--- src/rtl/flp_pkg.sv ---
// Package for the frame parser: phase codes, result kinds, field widths and constants.
package flp_pkg;

   // Field widths
   localparam int BYTE_W  = 8;
   localparam int COUNT_W = 16;
   localparam int POS_W   = 17;
   localparam int KIND_W  = 2;

   // Sync bytes and field sizes
   localparam logic [BYTE_W-1:0]  SYNC_FIRST   = 8'hAA;
   localparam logic [BYTE_W-1:0]  SYNC_SECOND  = 8'h55;
   localparam logic [COUNT_W-1:0] ADDR_BYTES   = 16'd5;
   localparam logic [COUNT_W-1:0] LEN_BYTES    = 16'd2;
   localparam logic [COUNT_W-1:0] HEADER_BYTES = 16'd4;
   localparam logic [COUNT_W-1:0] LIMIT_RESET  = 16'd1024;

   // Parser phase
   typedef enum logic [3:0] {
      PH_SYNC1 = 4'd0,
      PH_SYNC2 = 4'd1,
      PH_SRC   = 4'd2,
      PH_DST   = 4'd3,
      PH_LEN   = 4'd4,
      PH_VER   = 4'd5,
      PH_SER   = 4'd6,
      PH_CMD   = 4'd7,
      PH_DATA  = 4'd8,
      PH_CHK   = 4'd9
   } phase_type;

   // Result kind
   typedef enum logic [KIND_W-1:0] {
      KIND_BYTE   = 2'd0,
      KIND_GOOD   = 2'd1,
      KIND_SUMERR = 2'd2,
      KIND_LENERR = 2'd3
   } kind_type;

endpackage

--- src/rtl/flp_channels.sv ---
// Valid/ready channel interfaces for received bytes, results and the length limit register.
interface flp_req_if;
   logic                       valid;
   logic                       ready;
   logic [flp_pkg::BYTE_W-1:0] rx_byte;

   modport source (output valid, output rx_byte, input ready);
   modport sink   (input valid, input rx_byte, output ready);
endinterface

interface flp_rsp_if;
   logic                        valid;
   logic                        ready;
   flp_pkg::kind_type           result_kind;
   logic [flp_pkg::BYTE_W-1:0]  frame_byte;
   logic [flp_pkg::POS_W-1:0]   byte_position;

   modport source (output valid, output result_kind, output frame_byte,
                   output byte_position, input ready);
   modport sink   (input valid, input result_kind, input frame_byte,
                   input byte_position, output ready);
endinterface

interface flp_csr_if;
   logic                        valid;
   logic                        ready;
   logic [flp_pkg::COUNT_W-1:0] length_limit;

   modport source (output valid, output length_limit, input ready);
   modport sink   (input valid, input length_limit, output ready);
endinterface

--- src/rtl/sync_length_checksum_frame_parser_top.sv ---
// Frame parser top level: input register, one-pass parse logic, result register.
//
// Usage:
//   req_ch carries one received byte per word. csr_ch writes the 16-bit
//   length limit (reset value 1024) and is always ready; the user writes it
//   only while the block is idle; the block does not enforce it. rsp_ch carries
//   at most one result per input word: a frame byte with its position, or a
//   frame end (good, checksum error, length error) with the frame length.
// Path: an accepted word is held in the input register; its result, if any,
//   is parsed from there and shown on rsp_ch from the result register.
// Throughput: one word per cycle unless rsp_ch stalls; the parse is a phase
//   update, 16-bit compare and 8-bit add between input and result registers.
// Stall: when a result waits and rsp_ch.ready is low, the parse stage holds;
//   req_ch.ready stays high until the input register is also occupied, so
//   one more word is taken while a result waits.
// Reset (synchronous, active high): both registers empty, parser hunting for
//   the first sync byte, counters and sum cleared, limit back to 1024.
module sync_length_checksum_frame_parser_top (
   input  logic           clock,
   input  logic           reset,
   flp_req_if.sink        req_ch,
   flp_rsp_if.source      rsp_ch,
   flp_csr_if.sink        csr_ch
);
   import flp_pkg::*;

   // Registers
   logic                 in_valid_ff;
   logic [BYTE_W-1:0]    in_byte_ff;
   logic                 out_valid_ff;
   kind_type             out_kind_ff;
   logic [BYTE_W-1:0]    out_byte_ff;
   logic [POS_W-1:0]     out_pos_ff;
   logic [COUNT_W-1:0]   limit_ff;
   phase_type            phase_ff, phase_in;
   logic [COUNT_W-1:0]   count_ff, count_in;
   logic [BYTE_W-1:0]    sum_ff, sum_in;
   logic [BYTE_W-1:0]    len_lo_ff, len_lo_in;
   logic [POS_W-1:0]     pos_ff, pos_in;

   // Parse results
   logic                 emit;
   kind_type             kind;
   logic [BYTE_W-1:0]    obyte;
   logic [POS_W-1:0]     opos;

   // Helpers
   logic                 advance;
   logic                 proc;
   logic [BYTE_W-1:0]    b;
   logic [COUNT_W-1:0]   count_inc;
   logic [COUNT_W-1:0]   count_dec;
   logic [COUNT_W-1:0]   declared_len;
   logic [COUNT_W-1:0]   payload_left;
   logic [POS_W-1:0]     pos_plus;
   logic [BYTE_W-1:0]    sum_add;

   // Handshakes
   assign advance      = !out_valid_ff || rsp_ch.ready;
   assign proc         = in_valid_ff && advance;
   assign req_ch.ready = !in_valid_ff || advance;
   assign csr_ch.ready = 1'b1;

   assign rsp_ch.valid         = out_valid_ff;
   assign rsp_ch.result_kind   = out_kind_ff;
   assign rsp_ch.frame_byte    = out_byte_ff;
   assign rsp_ch.byte_position = out_pos_ff;

   // Arithmetic used by the phases
   assign b            = in_byte_ff;
   assign count_inc    = count_ff + 16'd1;
   assign count_dec    = count_ff - 16'd1;
   assign declared_len = {b, len_lo_ff};
   assign payload_left = (count_ff >= HEADER_BYTES) ? (count_ff - HEADER_BYTES) : '0;
   assign pos_plus     = pos_ff + 17'd1;
   assign sum_add      = sum_ff + b;

   // Next phase and result
   always_comb begin
      phase_in  = phase_ff;
      count_in  = count_ff;
      sum_in    = sum_ff;
      len_lo_in = len_lo_ff;
      pos_in    = pos_ff;
      emit      = 1'b0;
      kind      = KIND_BYTE;
      obyte     = '0;
      opos      = pos_ff;
      unique case (phase_ff)
         PH_SYNC2: begin
            if (b == SYNC_SECOND) begin
               phase_in = PH_SRC;
               count_in = '0;
               emit     = 1'b1;
               obyte    = b;
               pos_in   = pos_plus;
            end
         end
         PH_SRC, PH_DST: begin
            emit     = 1'b1;
            obyte    = b;
            pos_in   = pos_plus;
            count_in = count_inc;
            if (count_inc >= ADDR_BYTES) begin
               phase_in = (phase_ff == PH_SRC) ? PH_DST : PH_LEN;
               count_in = '0;
            end
         end
         PH_LEN: begin
            if (count_inc < LEN_BYTES) begin
               count_in  = count_inc;
               len_lo_in = b;
               emit      = 1'b1;
               obyte     = b;
               pos_in    = pos_plus;
            end else begin
               count_in = declared_len;
               emit     = 1'b1;
               pos_in   = pos_plus;
               if (declared_len >= limit_ff) begin
                  phase_in = PH_SYNC1;
                  kind     = KIND_LENERR;
                  opos     = pos_plus;
               end else begin
                  phase_in = PH_VER;
                  sum_in   = '0;
                  obyte    = b;
               end
            end
         end
         PH_VER, PH_SER: begin
            sum_in   = sum_add;
            phase_in = (phase_ff == PH_VER) ? PH_SER : PH_CMD;
            emit     = 1'b1;
            obyte    = b;
            pos_in   = pos_plus;
         end
         PH_CMD: begin
            sum_in   = sum_add;
            count_in = payload_left;
            phase_in = (payload_left != '0) ? PH_DATA : PH_CHK;
            emit     = 1'b1;
            obyte    = b;
            pos_in   = pos_plus;
         end
         PH_DATA: begin
            sum_in   = sum_add;
            count_in = count_dec;
            if (count_dec == '0) begin
               phase_in = PH_CHK;
            end
            emit     = 1'b1;
            obyte    = b;
            pos_in   = pos_plus;
         end
         PH_CHK: begin
            phase_in = PH_SYNC1;
            emit     = 1'b1;
            kind     = (sum_ff == b) ? KIND_GOOD : KIND_SUMERR;
         end
         default: begin
            // hunting the first sync byte, also for unused phase codes
            if (b == SYNC_FIRST) begin
               phase_in = PH_SYNC2;
               emit     = 1'b1;
               obyte    = b;
               opos     = '0;
               pos_in   = 17'd1;
            end
         end
      endcase
   end

   // Control and parser state
   always_ff @(posedge clock) begin
      if (reset) begin
         in_valid_ff  <= 1'b0;
         out_valid_ff <= 1'b0;
         limit_ff     <= LIMIT_RESET;
         phase_ff     <= PH_SYNC1;
         count_ff     <= '0;
         sum_ff       <= '0;
         len_lo_ff    <= '0;
         pos_ff       <= '0;
      end else begin
         if (req_ch.ready) begin
            in_valid_ff <= req_ch.valid;
         end
         if (advance) begin
            out_valid_ff <= proc && emit;
         end
         if (csr_ch.valid) begin
            limit_ff <= csr_ch.length_limit;
         end
         if (proc) begin
            phase_ff  <= phase_in;
            count_ff  <= count_in;
            sum_ff    <= sum_in;
            len_lo_ff <= len_lo_in;
            pos_ff    <= pos_in;
         end
      end
   end

   // Payload registers
   always_ff @(posedge clock) begin
      if (req_ch.valid && req_ch.ready) begin
         in_byte_ff <= req_ch.rx_byte;
      end
      if (proc && emit) begin
         out_kind_ff <= kind;
         out_byte_ff <= obyte;
         out_pos_ff  <= opos;
      end
   end

endmodule
--- src/flat_wrapper.sv ---
// flat-port wrapper written by rule: the top's interface ports become plain ports
module sync_length_checksum_frame_parser_top_flat import flp_pkg::*;
  (clock, reset, req_ch_valid, req_ch_rx_byte, req_ch_ready, rsp_ch_valid, rsp_ch_result_kind, rsp_ch_frame_byte, rsp_ch_byte_position, rsp_ch_ready, csr_ch_valid, csr_ch_length_limit, csr_ch_ready);
  flp_req_if req_ch_i ();
  flp_rsp_if rsp_ch_i ();
  flp_csr_if csr_ch_i ();
  input  logic clock;
  input  logic reset;
  input wire logic [$bits(req_ch_i.valid)-1:0] req_ch_valid;
  input wire logic [$bits(req_ch_i.rx_byte)-1:0] req_ch_rx_byte;
  output wire logic [$bits(req_ch_i.ready)-1:0] req_ch_ready;
  output wire logic [$bits(rsp_ch_i.valid)-1:0] rsp_ch_valid;
  output wire logic [$bits(rsp_ch_i.result_kind)-1:0] rsp_ch_result_kind;
  output wire logic [$bits(rsp_ch_i.frame_byte)-1:0] rsp_ch_frame_byte;
  output wire logic [$bits(rsp_ch_i.byte_position)-1:0] rsp_ch_byte_position;
  input wire logic [$bits(rsp_ch_i.ready)-1:0] rsp_ch_ready;
  input wire logic [$bits(csr_ch_i.valid)-1:0] csr_ch_valid;
  input wire logic [$bits(csr_ch_i.length_limit)-1:0] csr_ch_length_limit;
  output wire logic [$bits(csr_ch_i.ready)-1:0] csr_ch_ready;
  assign req_ch_i.valid = req_ch_valid;
  assign req_ch_i.rx_byte = req_ch_rx_byte;
  assign req_ch_ready = req_ch_i.ready;
  assign rsp_ch_valid = rsp_ch_i.valid;
  assign rsp_ch_result_kind = rsp_ch_i.result_kind;
  assign rsp_ch_frame_byte = rsp_ch_i.frame_byte;
  assign rsp_ch_byte_position = rsp_ch_i.byte_position;
  assign rsp_ch_i.ready = rsp_ch_ready;
  assign csr_ch_i.valid = csr_ch_valid;
  assign csr_ch_i.length_limit = csr_ch_length_limit;
  assign csr_ch_ready = csr_ch_i.ready;
  sync_length_checksum_frame_parser_top u_core (.clock(clock), .reset(reset), .req_ch(req_ch_i), .rsp_ch(rsp_ch_i), .csr_ch(csr_ch_i));
endmodule
--- config.mk ---
export PLATFORM = sky130hd
export DESIGN_NAME = sync_length_checksum_frame_parser_top_flat
export DESIGN_NICKNAME = d
export VERILOG_FILES = /design/src/rtl/flp_pkg.sv /design/src/rtl/flp_channels.sv /design/src/rtl/sync_length_checksum_frame_parser_top.sv /design/src/flat_wrapper.sv
export SDC_FILE = /design/constraint.sdc
export NUM_CORES = 1
export LEC_CHECK = 0
export ABC_AREA = 1
export BUFFER_PORTS_ARGS = -buffer_cell sky130_fd_sc_hd__buf_4
export CAP_MARGIN = 25
export CORE_ASPECT_RATIO = 1.4
export CORE_MARGIN = 2
export CORE_UTILIZATION = 35
export CTS_BUF_LIST = sky130_fd_sc_hd__clkbuf_16
export DETAILED_ROUTE_END_ITERATION = 10
export SLEW_MARGIN = 20
export SYNTH_ARGS = -nofsm -noshare
export SYNTH_HDL_FRONTEND = slang
export SYNTH_SLANG_ARGS = --single-unit
--- constraint.sdc ---
create_clock -name clock -period 2.9 [get_ports clock]
set_input_delay 0 -clock clock [delete_from_list [all_inputs] [get_ports clock]]
set_output_delay 0 -clock clock [all_outputs]
set_load 0.05 [all_outputs]
After elaboration in Yosys (flattened, before gate mapping)
Cells that the tools add are included.

Add/sub/neg operators: 5. Magnitude comparators: 4. Equal/unequal tests: 17. Muxes and demuxes: 37. Bitwise operators: 1. Reduce and logical (&&, ||, !) cells: 25.

Operators with widths (number): $mux 17 (5); $pmux 16 s5 (1); $mux 16 (4); $pmux 17 s3 (1); $mux 8 (6); $pmux 17 s2 (1); $ge 16x3->1 const B (2); $pmux 8 s4 (1); $pmux 4 s7 (1); $mux 4 (5); $add 17x1->17 const B (1); $add 16x1->16 const B (1); $eq 4x3->1 const B (4); $ge 16x16->1 (1); $logic_not 16->1 (1); $lt 16x2->1 const B (1); $pmux 8 s2 (1); $reduce_bool 16->1 (1); $reduce_or 8->1 (2); $sub 16x1->16 const B (1); $sub 16x3->16 const B (1); $add 8x8->8 (1); $eq 4x2->1 const B (2); $eq 4x4->1 const B (2); 26 further kinds (42).

Bits in registers: 106. Input bits: 29.

Logic depth before layout (Yosys ltp)
Gate-level depths: netlist (run 1).

Depth in word-level cells: 5. Gate-level depth with buffers: 18.

Worst setup path before layout (run 1)
No wires, ideal clock.

Path kind: flip-flop to flip-flop. Start point: register u_core.in_byte_ff[1] (netlist: u_core.b[1]). End point: register u_core.phase_ff[0]. Arrival: 2446 ps. Path slack: 342 ps. Cell stages (with the launch flop): 13. Buffers on the path: 0. Path through: edfxtp_1 > nor4_1 > nand2_1 > a21oi_1 > nand2_1 > inv_1 > o21ai_0 > inv_1 > nand2_1 > nor2_2 > nand2_1 > nor2_1 > nor2_1.

Cells in the longest elaborated chain, start to end: 4.

Ends and longest elaborated chain: start: declaration (line sync_length_checksum_frame_parser_top.sv:29) `logic [BYTE_W-1:0] in_byte_ff;`; start signal: assignment (line sync_length_checksum_frame_parser_top.sv:208) `in_byte_ff <= req_ch.rx_byte;`; $ge 16x16->1 (line sync_length_checksum_frame_parser_top.sv:120) `if (declared_len >= limit_ff) begin`; $mux 3 (line sync_length_checksum_frame_parser_top.sv:120); $mux 4 (line sync_length_checksum_frame_parser_top.sv:110) `if (count_inc < LEN_BYTES) begin`; $pmux 4 s7 (line sync_length_checksum_frame_parser_top.sv:89) `unique case (phase_ff)`; end signal: assignment (line sync_length_checksum_frame_parser_top.sv:196) `phase_ff <= phase_in;`; end: declaration (line sync_length_checksum_frame_parser_top.sv:35) `phase_type phase_ff, phase_in;`.

Parallel ways exist; a longest one is shown, timed or not. The select of a mux whose other input is x is not followed. A chain may end at the register's enable or synchronous reset.

Worst setup path after layout (run 1)
Start point: register u_core.count_ff[2]. End point: register u_core.out_pos_ff[6] (netlist: u_core.rsp_ch.byte_position[6]), data pin.

Cells in the longest elaborated chain, start to end: 4.

Ends and longest elaborated chain: start: declaration (line sync_length_checksum_frame_parser_top.sv:36) `logic [COUNT_W-1:0] count_ff, count_in;`; start signal: assignment (line sync_length_checksum_frame_parser_top.sv:197) `count_ff <= count_in;`; $add 16x1->16 (line sync_length_checksum_frame_parser_top.sv:71) `assign count_inc = count_ff + 16'd1;`; $lt 16x2->1 (line sync_length_checksum_frame_parser_top.sv:110); $mux 17 (line sync_length_checksum_frame_parser_top.sv:110); $pmux 17 s2 (line sync_length_checksum_frame_parser_top.sv:89); via u_core.opos[6] (line sync_length_checksum_frame_parser_top.sv:45) `logic [POS_W-1:0] opos;`; end signal: assignment (line sync_length_checksum_frame_parser_top.sv:213) `out_pos_ff <= opos;`; end: declaration (line sync_length_checksum_frame_parser_top.sv:33) `logic [POS_W-1:0] out_pos_ff;`.

The timed path passes the listed nets, and every way through them passes these cells.

==> impl_metrics.ini, run 1 <==
[outcome]
status = finished, final reports clean

[setup_path]
required_ns = 2.99
slowest_delay_ns = 0.54
timing.critical_path.from = u_core.count_ff[2]
crit_slowest_cell = dfxtp_1
path_cells = ha_1 > nand2_1 > nor2_2 > nor2_1 > or2_4 > nor3_4 > nand2_2 > nand2_4 > inv_2 > nand2_2 > o21ai_0
r2r-end = u_core.rsp_ch.byte_position[6]
worstSetupPathType = reg2reg
r2r_slack_ns = 0.28
reg2reg_depth = 11
critPathMaxFanout = 13
crit_buf_inv = 1
cp_top_family = simple AND/OR/NAND/NOR gates
startpoint_type = flop
crit_path_end_kind = flop
cp_common_cell = nand2_2
r2r-start = u_core.count_ff[2]
crit_arrival_ns = 2.71

[cts]
clockBufferDepth = 2
root_buffer = clkbuf_16
clock-sinks = 106
numCtsBuffers = 9
cts_tree = yes
cts_htree_levels = 3
clock_latency_ns = 0.35
postCtsSetupRepairBufs = 0
clk_pin_slew_ns = 0.07

[route]
drc = 0
drtAntennaViolNets = 0
vias = 6849
routed_via_density = 5.07
avgRoutedWirePerCell_um = 15.2
first_pass_iters = 5
wl_mm = 20.5
drt_iter0_markers = 348

[global_routing]
grt_pass1_wl_mm = 33.0
grt_antenna_before_repair = 0
grt_pass1_vias = 6577
grt_use_total_pct = 19.9
grt_max_degree = 47
busiest_layer = met2
use_met3_pct = 1.99
globalRouteMet1Util_pct = 23.2
met2_usage_pct = 36.9
grt_remaining_overflow = 0

[synthesis]
synthFlopType = dfxtp_1
ys_seq_area_share_pct = 35.1
synth_seq_cells = 106
synth-edff-count = 35
synth_commonest_cells = nand2_1, inv_1, nor2_1
synth.most_common_cell = nand2_1
syn_area_um2 = 7040
syn_nets = 1083
synth_top_cell_by_area = dfxtp_1
syn_area_per_cell_um2 = 6.90
synth_area_leaders = dfxtp_1, edfxtp_1, nand2_1
netlist.area_leader.share_pct = 20.2
synth_warnings = 0
async_flop_share_pct = 0
synthCells = 1020
synthDistinctLibCells = 48

[sta]
slew_headroom_pct = 46.4
fin_crit_ns = 2.62
clock_skew_ns = 0.0137
period_share_pct = 90.3
max_freq_mhz = 382
setup_viol = 0
slew_viol_final = 0
hold_slack_ns = 0.141
worst_slew_pin_slew_ns = 0.804
hold_viol = 0
rsz0062_at_grt = false
setup_tns_ns = 0

[pwr]
leakage_nw = 3.53
power_density_nw_per_um2 = 368
max-vdd-ir-drop_mv = 0.373

[placement]
hpwl_mm = 15.4
finalWeightedCongestion = 0.959
port_buffers = 57

[min_path]
min_to = u_core.pos_ff[14]
worstHoldStart = reset
min_path_cells = 2
hp-class = in2reg

[finish]
final_util_pct = 42.0
drive_above_1_share_pct = 10.5
diodes = 0
area_growth_syn_to_layout_pct = 17.9
nNetsFinal = 1157

[die]
initial_core_util_pct = 35.6
pin_count = 59
fp.dieH_um = 172
core_um2 = 19800
die-area_um2 = 21300
num_rows = 61
die_w_um = 124

[job]
drv_cap = 0
-- routing by layer --
metal,wire length (um),up-vias,part of all wire [%]
li1,-,3506,-
met4,669,0,3.3
met3,560,36,2.7
met5,0,-,0
met1,8600,3172,42
met2,10700,135,52
-- cells in the final DEF (no fill, tap or decap), types with 3 or more instances in the layout --
| master | instances |
|---|---|
| a21oi_1 | 91 |
| buf_4 | 72 |
| clkbuf_16 | 10 |
| dfxtp_1 | 71 |
| dlygate4sd3_1 | 29 |
| edfxtp_1 | 35 |
| ha_1 | 33 |
| inv_1 | 119 |
| inv_2 | 4 |
| nand2_1 | 242 |
| nand2_2 | 5 |
| nand3_1 | 61 |
| nand3b_1 | 3 |
| nand4_1 | 18 |
| nor2_1 | 111 |
| nor2_2 | 7 |
| nor3_1 | 10 |
| nor3_2 | 3 |
| nor4_1 | 4 |
| o21a_1 | 9 |
| o21ai_0 | 80 |
| o21ai_1 | 17 |
| o22ai_1 | 5 |
| xnor2_1 | 3 |
| xor2_1 | 29 |
-- metrics by stage --
| stage | cell area [um^2] | worst slack [ns] | cells | total power, W |
|---|---|---|---|---|
| 2_1_floorplan | 7040 | 0.342 | 1020 | 0.00174 |
| 3_3_place_gp | 7690 | 0.209 | 1306 | 0.00182 |
| 3_5_place_dp | 7690 | 0.177 | 1306 | 0.00182 |
| 4_1_cts | 8290 | 0.187 | 1351 | 0.00309 |
| 5_1_grt | 8300 | 0.0190 | 1351 | 0.00317 |
| 6_report | 8300 | 0.282 | 1351 | 0.00306 |
-- worst register-to-register path: cells and delay by family (launching register included) --
family,cells,cell delay (ns)
buffers and inverters,1,0.07
AOI/OAI and AO/OA,1,0.14
adders and majority gates,1,0.23
DFF,1,0.54
and+or+nand+nor,8,1.37
-- final cells by class --
| type | instances | area (um^2) |
|---|---|---|
| fillers | 2071 | 11500 |
| multi-input cells | 756 | 3920 |
| flip-flops and latches | 106 | 2470 |
| repair buffers | 101 | 831 |
| inverters | 120 | 452 |
| well taps | 252 | 315 |
| clock buffers | 10 | 250 |
| clock inverters | 6 | 51.3 |
-- worst max-delay path by stage --
stage	end	slack [ns]	cells after the start
floorplan	u_core.phase_ff[0]	0.34	12
global placement	u_core.rsp_ch.byte_position[13]	0.21	10
detailed placement	u_core.rsp_ch.byte_position[6]	0.18	10
CTS	u_core.rsp_ch.byte_position[6]	0.19	10
global route	u_core.rsp_ch.byte_position[8]	0.02	14
finish	u_core.rsp_ch.byte_position[6]	0.28	11
-- where the power goes --
| group | switching [W] | internal [W] |
|---|---|---|
| combinational | 0.000133 | 0.000103 |
| sequential | 0.0000310 | 0.00156 |
| clock | 0.000523 | 0.000711 |
-- cells by family (layout without fill, tap and decap cells) --
group	after synthesis	in the layout	share of synthesized area, %
fa+ha+maj	34	34	6.15
other cells	1	1	0.0533
simple gates	477	477	29.5
compound gates	212	212	15.9
flops	106	106	35.1
buf+inv	158	237	9.25
xor+xnor	32	32	3.98
-- state kept, by name, indices dropped and copies added, names as in the netlist --
| signal | cells |
|---|---|
| u_core.count_ff | 16 |
| u_core.in_valid_ff | 1 |
| u_core.rsp_ch.frame_byte | 8 |
| u_core.phase_ff | 4 |
| u_core.limit_ff | 16 |
| u_core.rsp_ch.result_kind | 2 |
| u_core.sum_ff | 8 |
| u_core.len_lo_ff | 8 |
| u_core.rsp_ch.byte_position | 17 |
| u_core.b | 8 |
| u_core.rsp_ch.valid | 1 |
| u_core.pos_ff | 17 |
-- repair_timing --
item | in CTS | in global routing
hold buffers | 29 | 0
setup endpoints to repair | 0 | 13
resized for setup | 0 | 2
hold endpoints to repair | 26 | 0
(Power assumes the default switching activity.)
==> inputs of run 2 (changes only) <==
--- a/config.mk
+++ b/config.mk
@@ -9,10 +9,11 @@
 export BUFFER_PORTS_ARGS = -buffer_cell sky130_fd_sc_hd__buf_4
 export CAP_MARGIN = 25
 export CORE_ASPECT_RATIO = 1.4
-export CORE_MARGIN = 2
+export CORE_MARGIN = 4
 export CORE_UTILIZATION = 35
 export CTS_BUF_LIST = sky130_fd_sc_hd__clkbuf_16
 export DETAILED_ROUTE_END_ITERATION = 10
+export GPL_TIMING_DRIVEN = 0
 export SLEW_MARGIN = 20
 export SYNTH_ARGS = -nofsm -noshare
 export SYNTH_HDL_FRONTEND = slang
==> run 2 against run 1 <==
Against the previous run: first-iteration DRC count decreased by 4.9%; final cell count increased by 1.9%; register-to-register slack got worse by 0.05 ns; clock skew decreased by 0.0013 ns; setup slack got worse by 0.046 ns; critical path depth increased by 3; largest power group unchanged; sequential share of layout area decreased by 0.52 points; clock power increased by 3%; fmax decreased by 1.7%; sequential power about the same; die area increased by 5.6%; via count increased by 2.1%.
==> impl_metrics.ini, run 2 (same netlist as run 1, synthesis figures left out) <==
[sta]
slew_viol_final = 0
clock_skew_ns = 0.0124
setup_viol = 0
hold_viol = 0
period_share_pct = 91.9
setup_tns_ns = 0
rsz0062_at_grt = false
max_freq_mhz = 375
slew_headroom_pct = 46.6
fin_crit_ns = 2.66
worst_slew_pin_slew_ns = 0.801
hold_slack_ns = 0.239

[die]
die-area_um2 = 22500
initial_core_util_pct = 35.5
fp.dieH_um = 176
pin_count = 59
die_w_um = 128
core_um2 = 19800
num_rows = 61

[global_routing]
grt_antenna_before_repair = 0
grt_remaining_overflow = 0
grt_use_total_pct = 18.4
grt_pass1_vias = 6850
grt_pass1_wl_mm = 33.6
grt_max_degree = 20

[cts]
clk_pin_slew_ns = 0.08
numCtsBuffers = 9
clockBufferDepth = 2
cts_htree_levels = 3
root_buffer = clkbuf_16
clock_latency_ns = 0.36
cts_tree = yes
clock-sinks = 106

[setup_path]
r2r-start = u_core.count_ff[2]
crit_path_end_kind = flop
required_ns = 3.00
startpoint_type = flop
crit_arrival_ns = 2.76
worstSetupPathType = reg2reg
critPathMaxFanout = 10
timing.critical_path.from = u_core.count_ff[2]

[min_path]
worstHoldStart = reset
hp-class = in2reg

[finish]
fillers = 2087
final_cell_mix = nand2_1, inv_1, nor2_1
final_util_pct = 42.6
area_growth_syn_to_layout_pct = 20.2
drive_above_1_share_pct = 12.5
layout_commonest_cell = nand2_1
diodes = 0
nNetsFinal = 1182

[route]
avgRoutedWirePerCell_um = 15.0
drtAntennaViolNets = 0
vias = 6991
wl_mm = 20.6
first_pass_iters = 5
routed_via_density = 5.08
drt_iter0_markers = 331
drc = 0

[placement]
hpwl_mm = 15.9
finalWeightedCongestion = 0.935
port_buffers = 56

[pwr]
power_density_nw_per_um2 = 367
leakage_nw = 3.57
max-vdd-ir-drop_mv = 0.301

[job]
drv_cap = 0

[outcome]
status = finished, final reports clean
[run 2: cell types whose count changed in the layout (fill, tap and decap cells not counted), moves of 3 or more]
cell      delta
inv_1        -6
clkbuf_1    +19
buf_6        +4
buf_2       +12
dfxtp_2      +3
dfxtp_1      -3
buf_4        -9
[run 2: cell type report]
| cell class | instances | area (um^2) | share of cell area (%) |
|---|---|---|---|
| tap | 252 | 315 | 3.73 |
| sequential | 106 | 2480 | 29.3 |
| multi-input combinational | 756 | 3950 | 46.8 |
| buffer | 38 | 199 | 2.35 |
| inverter | 120 | 455 | 5.39 |
| clock buffer | 10 | 250 | 2.96 |
| timing repair buffer | 88 | 748 | 8.85 |
| clock inverter | 6 | 57.6 | 0.681 |
[run 2: worst max-delay path, cell delays in order (launching register included)]
cell and delay [ns]:
dfxtp_1 0.37, buf_2 0.21, nand2_1 0.08, nor2_2 0.18, nand2_1 0.16, nand2_1 0.09, nand2_1 0.09, or2_4 0.26
nor3_4 0.19, nand2_2 0.18, nand2_4 0.17, inv_2 0.08, nand2_2 0.09, buf_6 0.15, o21ai_1 0.10
[run 2: repair_timing]
| action | in CTS | in global routing |
|---|---|---|
| pin swaps | 0 | 1 |
| hold buffers | 27 | 0 |
| setup buffers | 0 | 4 |
| hold endpoints to repair | 26 | 0 |
| gates resized for setup | 1 | 14 |
| setup endpoints to repair | 10 | 34 |
[run 2: stage by stage]
step | worst slack [ns] | cell area [um^2] | power [W] | instances
floorplan | 0.342 | 7040 | 0.00174 | 1020
global placement | -0.453 | 7770 | 0.00183 | 1328
detailed placement | -0.108 | 7800 | 0.00183 | 1329
CTS | 0.0512 | 8380 | 0.00312 | 1372
global route | 0.0104 | 8460 | 0.00322 | 1376
finish | 0.236 | 8460 | 0.00310 | 1376
[run 2: power by group]
part | switching [W] | total (W) | internal [W]
clock | 0.000614 | 0.00127 | 0.000653
sequential | 0.0000292 | 0.00158 | 0.00155
combinational | 0.000143 | 0.000251 | 0.000108
[run 2: path summary, 6_finish.rpt]
| check | to | slack [ns] | depth (start not counted) |
|---|---|---|---|
| setup / recovery | u_core.rsp_ch.byte_position[12] | 0.24 | 14 |
| hold / removal | u_core.count_ff[0] | 0.24 | 2 |
| setup reg to reg | u_core.rsp_ch.byte_position[12] | 0.24 | 14 |
| hold reg to reg | u_core.sum_ff[3] | 0.46 | 2 |
[run 2: layer usage]
metal	vias to the layer above	global-route usage (%)	wire length [um]
li1	3560	-	-
met2	153	33.7	10700
met4	0	7.70	648
met3	43	2.53	662
met5	-	0	0
met1	3235	21.2	8580
==> inputs of run 3 (changes only) <==
--- a/config.mk
+++ b/config.mk
@@ -14,6 +14,7 @@
 export CTS_BUF_LIST = sky130_fd_sc_hd__clkbuf_16
 export DETAILED_ROUTE_END_ITERATION = 10
 export GPL_TIMING_DRIVEN = 0
+export RECOVER_POWER = 100
 export SLEW_MARGIN = 20
 export SYNTH_ARGS = -nofsm -noshare
 export SYNTH_HDL_FRONTEND = slang
==> run 3 against run 2 <==
Against the previous run: design area decreased by 1.9%; setup slack got worse by 0.00089 ns; die area unchanged; core utilization decreased by 0.82 points; critical path type unchanged; largest cell class unchanged.
==> impl_metrics.ini, run 3 (same netlist as run 1, synthesis figures left out) <==
[setup_path]
critPathMaxFanout = 10
path_cells = buf_2 > nand2_1 > nor2_2 > nand2_1 > nand2_1 > nand2_1 > or2_4 > nor3_4 > nand2_2 > nand2_4 > inv_2 > nand2_2 > buf_6 > o21ai_1
crit_path_end = u_core.rsp_ch.byte_position[10]
r2r-end = u_core.rsp_ch.byte_position[10]
crit_path_end_kind = flop
timing.critical_path.from = u_core.count_ff[2]
crit_slowest_cell = dfxtp_1
required_ns = 3.00
r2r-start = u_core.count_ff[2]
worstSetupPathType = reg2reg
startpoint_type = flop
crit_arrival_ns = 2.76
r2r_slack_ns = 0.24
slowest_delay_ns = 0.37
reg2reg_depth = 14
cp_common_cell = nand2_1

[sta]
period_share_pct = 91.9
hold_viol = 0
max_freq_mhz = 375
slew_headroom_pct = 46.5
clock_skew_ns = 0.0136
fin_crit_ns = 2.66
worst_slew_pin_slew_ns = 0.802
rsz0062_at_grt = false
slew_viol_final = 0
setup_viol = 0

[die]
pin_count = 59
die-area_um2 = 22500
fp.dieH_um = 176
num_rows = 61
initial_core_util_pct = 35.5
core_um2 = 19800
die_w_um = 128

[global_routing]
grt_pass1_wl_mm = 33.6
grt_antenna_before_repair = 0
grt_use_total_pct = 18.4
grt_pass1_vias = 6850
grt_max_degree = 20
grt_remaining_overflow = 0

[pwr]
leakage_nw = 3.45
power_density_nw_per_um2 = 373
max-vdd-ir-drop_mv = 0.302

[finish]
final_cell_mix = nand2_1, inv_1, nor2_1
final_util_pct = 41.8
fillers = 2127
drive_above_1_share_pct = 9.43
layout_commonest_cell = nand2_1
fin_area_um2 = 8290
nNetsFinal = 1182
seqCellArea_um2 = 2480
multi_input_area_um2 = 3940
area_growth_syn_to_layout_pct = 17.9
diodes = 0

[job]
drv_cap = 0

[cts]
cts_htree_levels = 3
clock_latency_ns = 0.35
numCtsBuffers = 9
cts_tree = yes
clk_pin_slew_ns = 0.08
clock-sinks = 106
root_buffer = clkbuf_16
clockBufferDepth = 2

[route]
drtAntennaViolNets = 0
drc = 0
wl_mm = 20.7
drt_iter0_markers = 320
vias = 6994
first_pass_iters = 5
avgRoutedWirePerCell_um = 15.0
routed_via_density = 5.08

[placement]
placed_area_um2 = 7800
port_buffers = 56
finalWeightedCongestion = 0.935
hpwl_mm = 15.9

[outcome]
status = finished, final reports clean

[min_path]
hp-class = in2reg
-- run 3: cell types whose count changed in the layout (fill, tap and decap cells not counted), sizes merged --
| cell | delta |
|---|---|
| clkinvlp | +1 |
| clkinv | -1 |
| buf | -43 |
| clkbuf | +43 |
-- run 3: repair_timing --
item	CTS	global route
cloned	0	0
hold buffers	27	0
gates resized for setup	1	14
setup endpoints to repair	10	34
hold endpoints to repair	26	0
buffers inserted	0	4
pin swaps	0	1
-- run 3: worst max-delay path: cells and delay by family (launching register included) --
kind | cells | cell delay, ns
buffers and inverters | 3 | 0.45
AOI/OAI and AO/OA | 1 | 0.10
DFF | 1 | 0.37
and+or+nand+nor | 10 | 1.48
-- run 3: worst min-delay path by stage --
stage	from	to	slack, ns	depth (start not counted)
after CTS	reset	u_core.count_ff[0]	0.23	2
after global routing	reset	u_core.count_ff[0]	0.25	2
final	reset	u_core.count_ff[0]	0.24	2
after detailed placement	req_ch_rx_byte[7]	u_core.b[7]	0.18	1
after global placement	req_ch_rx_byte[7]	u_core.b[7]	0.18	1
after floorplan	req_ch_rx_byte[0]	u_core.b[0]	0.1	0
-- run 3: power by group --
group	switching, W	internal (W)
clock	0.000613	0.000653
sequential	0.0000293	0.00155
combinational	0.000142	0.000104
total	0.000784	0.00231
-- run 3: layout make-up --
cell class | instances | share of cell area (%)
Buffer | 38 | 2.25
Clock buffer | 10 | 3.02
Clock inverter | 6 | 0.694
Inverter | 120 | 5.49
Multi-Input combinational cell | 756 | 47.5
Sequential cell | 106 | 29.9
Tap cell | 252 | 3.80
Timing Repair Buffer | 88 | 7.39
-- run 3: per-stage QoR --
stage	setup slack, ns	hold WS (ns)	std cells	TNS, ns	power (W)
after floorplan	0.342	0.0989	1020	0	0.00174
after global placement	-0.453	0.178	1328	-2.94	0.00183
after detailed placement	-0.108	0.180	1329	-0.943	0.00183
after CTS	0.0512	0.233	1372	0	0.00312
after global routing	0.0154	0.253	1376	0	0.00321
final	0.235	0.242	1376	0	0.00310
-- run 3: metal layers --
layer  up-vias  global-route usage [%]  part of all wire, %
met1      3231                    21.2                   41
met3        38                    2.53                  3.4
li1       3557                       -                    -
met4         0                    7.70                  3.1
met2       168                    33.7                   52
met5         -                       0                    0
